**config.mk**
```make
export PLATFORM = sky130hd
export DESIGN_NAME = pn2d_fade
export DESIGN_NICKNAME = d
export VERILOG_FILES = /design/src/rtl/pn2d_fade.sv
export SDC_FILE = /design/constraint.sdc
export NUM_CORES = 1
export LEC_CHECK = 0
export BUFFER_PORTS_ARGS = -buffer_cell sky130_fd_sc_hd__buf_2
export CAP_MARGIN = 15
export CORE_MARGIN = 3
export CORE_UTILIZATION = 58
export CTS_CLUSTER_DIAMETER = 60
export DETAILED_ROUTE_END_ITERATION = 12
export GPL_ROUTABILITY_DRIVEN = 0
export PLACE_DENSITY = 0.74
export SLEW_MARGIN = 10
export SYNTH_ARGS = -nofsm -noshare
export SYNTH_HDL_FRONTEND = slang
export SYNTH_SLANG_ARGS = --single-unit
export TNS_END_PERCENT = 100
```
**constraint.sdc**
```tcl
create_clock -name clk -period 9.3 [get_ports clk]
set_clock_uncertainty 0.1 [all_clocks]
set_input_delay 0.465 -clock clk [delete_from_list [all_inputs] [get_ports clk]]
set_output_delay 0.465 -clock clk [all_outputs]
set_load 0.02 [all_outputs]
```
**src/rtl/pn2d_fade.sv**
```systemverilog
// ----------------------------------------------------------------------------
// pn2d_fade
// Pipelined quintic fade 6t^5-15t^4+10t^3 in Q16, five register stages.
// ----------------------------------------------------------------------------
module pn2d_fade #(
	parameter int FRACTION_BITS = 8
) (
	input  logic                     clk,
	input  logic                     en,
	input  logic [FRACTION_BITS-1:0] frac,
	output logic [16:0]              fade
);

	localparam int TW = 17;

	logic [TW-1:0] t_s1;
	logic [TW-1:0] t_s2, t2_s2;
	logic [36:0]   p_s2;
	logic [TW-1:0] t3_s3;
	logic [20:0]   p16_s3;
	logic [TW-1:0] t3_s4;
	logic [20:0]   p16_s4;
	logic [37:0]   r_s5;
	logic [33:0]   tt_1;
	logic [40:0]   p32_1;
	logic [33:0]   t3w_2;

	// t^2 and the quadratic term from t
	assign tt_1  = 34'(t_s1) * 34'(t_s1);
	assign p32_1 = 41'(6) * 41'(tt_1) - 41'(15) * (41'(t_s1) << 16) + (41'(10) << 32);
	assign t3w_2 = 34'(t2_s2) * 34'(t_s2);

	always_ff @(posedge clk) begin
		if (en) begin
			t_s1   <= TW'(frac) << (16 - FRACTION_BITS);
			t_s2   <= t_s1;
			t2_s2  <= TW'(tt_1 >> 16);
			p_s2   <= p32_1[36:0];
			t3_s3  <= TW'(t3w_2 >> 16);
			p16_s3 <= 21'(p_s2 >> 16);
			t3_s4  <= t3_s3;
			p16_s4 <= p16_s3;
			r_s5   <= 38'(t3_s4) * 38'(p16_s4);
		end
	end

	assign fade = ((r_s5 >> 16) > 38'(65536)) ? 17'd65536 : 17'(r_s5 >> 16);

endmodule

```
==> reports/qor.txt <==
Final setup viols = 0
Row cnt = 72
Final Hold Viols = 0
Fill count = 3197
Share of post-route cells with drive strength above 1 = 3.98%
Cell count after synthesis = 2326
# port buffers = 26
CTS tree = done
Layout area overhead = 4.60%
CP Depth = 33
CTS HTree Levels = 4
Max incr delay on CP = 0.65 ns
Startpoint Class = register
Worst hold path type = input pin to register
Critical Path RT = 9.38 ns
Worst r2r dst = p_s2[36]
Drt initial violations = 1131
CP arrival = 7.72 ns
Pin count of the biggest net entering global routing = 78
Clock latency on the worst-skew pair = 0.46 ns
Critical path capture point type = register
Maximum clock path buffer count = 2
GRT overflow = 0
Slew Limit Fails = 0
Root Driver = clkbuf_16
Wire per inst = 17.7 um
Post-Synth Simple-Gate Area = 13.9%
Multiplexer area fraction after synthesis = 0.0877%
Total negative slack = 0 ns
Post-CTS sizing = 0
Initial Util = 58.9%
Synthesis-stage register bit count = 142
Post-route clock period utilization = 82.2%
CP endpoint = p_s2[36]
Post-route DRC = 0
Ys async rst share = 0%
Nets@finish = 2941
Final antenna-violating net count = 0
Via count = 15998
Worst path most repeated cell = inv_1
Largest family of logic cells by synthesized area = adder cells
Number of top-level pins = 27
Die width = 204 um
Top cells by area in the synthesized netlist = fa_1, edfxtp_1, ha_1, inv_1, nand2_1
Cell Area, Synth = 0.0228 sq mm
Core area = 0.0387 sq mm
Ys Warns = 0
Yosys cell types = 75
CP Buf/Inv Count = 7
Adder-Cell Fraction of Synth Area = 47.3%
Postcts setup bufs = 0
Global Route Usage Sum = 25.2%
Syn nets = 2970
Number of max-cap violations = 0
R2R Setup Slk = 1.66 ns
RSZ-0062 raised after global routing = false
Xor/xnor share of the synthesized area = 3.42%
Crit path max-delay family = adder cells
Die Y = 204 um
Area leader, netlist = fa_1
Sequential-to-total area share from yosys stat = 18.7%
Max-slew headroom = 33.7%
Number of diodes = 0
Clock-pin slew on the worst setup and hold paths = 0.07 ns
CP max-delay cell = edfxtp_1
Vias per cell = 5.66
Kind of critical path = register to register
Synth top area share = 33.5%
FF-to-FF path depth = 33
Post-DP HPWL = 39400 um
Sink Count = 142
Die Area = 0.0418 sq mm
Achievable Freq = 131 MHz
Worst setup path start = t_s1[8]
Fin crit period = 7.64 ns
Synth Area per Inst = 9.81 sq um
Router iterations before antenna repair = 7
Status = finished clean
Vias in the first global route = 17113
Worst-Margin Slew = 0.995 ns
CP Max Fanout = 12
First-pass GRT wire length = 84000 um
Post-CTS Hold Fix Bufs = 0
RR Startpoint = t_s1[8]
Synth Flop Type = edfxtp_1
Complex-gate fraction of the synthesized area = 7.89%
Antenna violations before repair = 0
Aggregate routed wire length = 49900 um
Inserted Clock Buffers = 17
Post-synth EDFFs = 142
## layout by cell type, fill, tap and decap left out, drive strengths merged, types with 27 or more instances in the layout
cell type / count
buf: 27
a21o: 30
nand2: 353
and2: 167
xnor2: 55
a21oi: 82
inv: 456
edfxtp: 142
xor2: 34
nor2: 59
fa: 382
o21ai: 56
ha: 252
## worst min-delay path by stage
stage,end,slack [ns],depth (start not counted),start
finish,t_s1[15],0.09,1,frac[7]
global route,t_s1[13],0.08,1,frac[5]
CTS,t_s1[15],0.07,1,frac[7]
detailed placement,p16_s3[15],0.30,0,p_s2[31]
global placement,p16_s4[10],0.30,0,p16_s3[10]
floorplan,p16_s3[10],0.30,0,p_s2[26]
## final cells by class
type,count,area (sq um),area share (%)
multi-input cells,1656,16600,69.4
flip-flops and latches,142,4260,17.9
inverters,453,1700,7.12
repair buffers,27,144,0.603
well taps,518,648,2.72
clock buffers,17,425,1.78
clock inverters,14,119,0.498
## sequential cells by signal, summed over array words and instances (netlist names)
signal and flops:
r_s5 22, p16_s3 19, p16_s4 19, p_s2 19, t3_s3 17, t3_s4 17
t2_s2 14, t_s1 8, t_s2 7
## cells by family (layout without fill, tap and decap cells)
kind of cell,count (synthesis),in the layout
compound gates,265,265
xor+xnor,89,89
fa+ha+maj,634,634
buf+inv,528,511
flops,142,142
mux,2,2
simple gates,666,666
## cells in the mapped netlist (4+ instances only)
cell      count
a211oi_1     11
a211oi_2      4
a21o_1       30
a21oi_1      76
a21oi_2       6
a31oi_1       7
and2_1      167
and3_1        8
buf_1         9
clkbuf_1     62
edfxtp_1    142
fa_1        382
ha_1        252
inv_1       453
nand2_1     353
nand2b_1     10
nand3_1      14
nand4_1      11
nor2_1       59
nor2b_1       8
nor3_1       12
nor4_1        5
o211ai_1      7
o21a_1       14
o21ai_0      45
o21ai_1      11
o21bai_1      7
o31ai_1       7
xnor2_1      55
xor2_1       34
## stage by stage
| stage | util [%] | hold slack, ns | setup WS, ns | cell area [sq um] | std cells |
|---|---|---|---|---|---|
| after floorplan | - | 0.300 | 2.54 | 22800 | 2326 |
| after global placement | 60.2 | 0.301 | 1.98 | 23300 | 2796 |
| after detailed placement | 60.2 | 0.305 | 1.78 | 23300 | 2796 |
| after CTS | 61.6 | 0.0722 | 1.73 | 23900 | 2827 |
| after global routing | 61.6 | 0.0786 | 1.08 | 23900 | 2827 |
| final | 61.6 | 0.0932 | 1.66 | 23900 | 2827 |
## per-layer routing
metal,GRT usage [%],vias to the layer above,routed length (um)
li1,-,7263,-
met1,31.8,8090,20100
met2,44.4,551,25400
met3,4.67,94,3100
met4,7.72,0,1270
met5,0,-,0
Power is left out: the tool's default activity adds up to more than one toggle a clock period on the data nets, which glitch-free logic cannot reach.
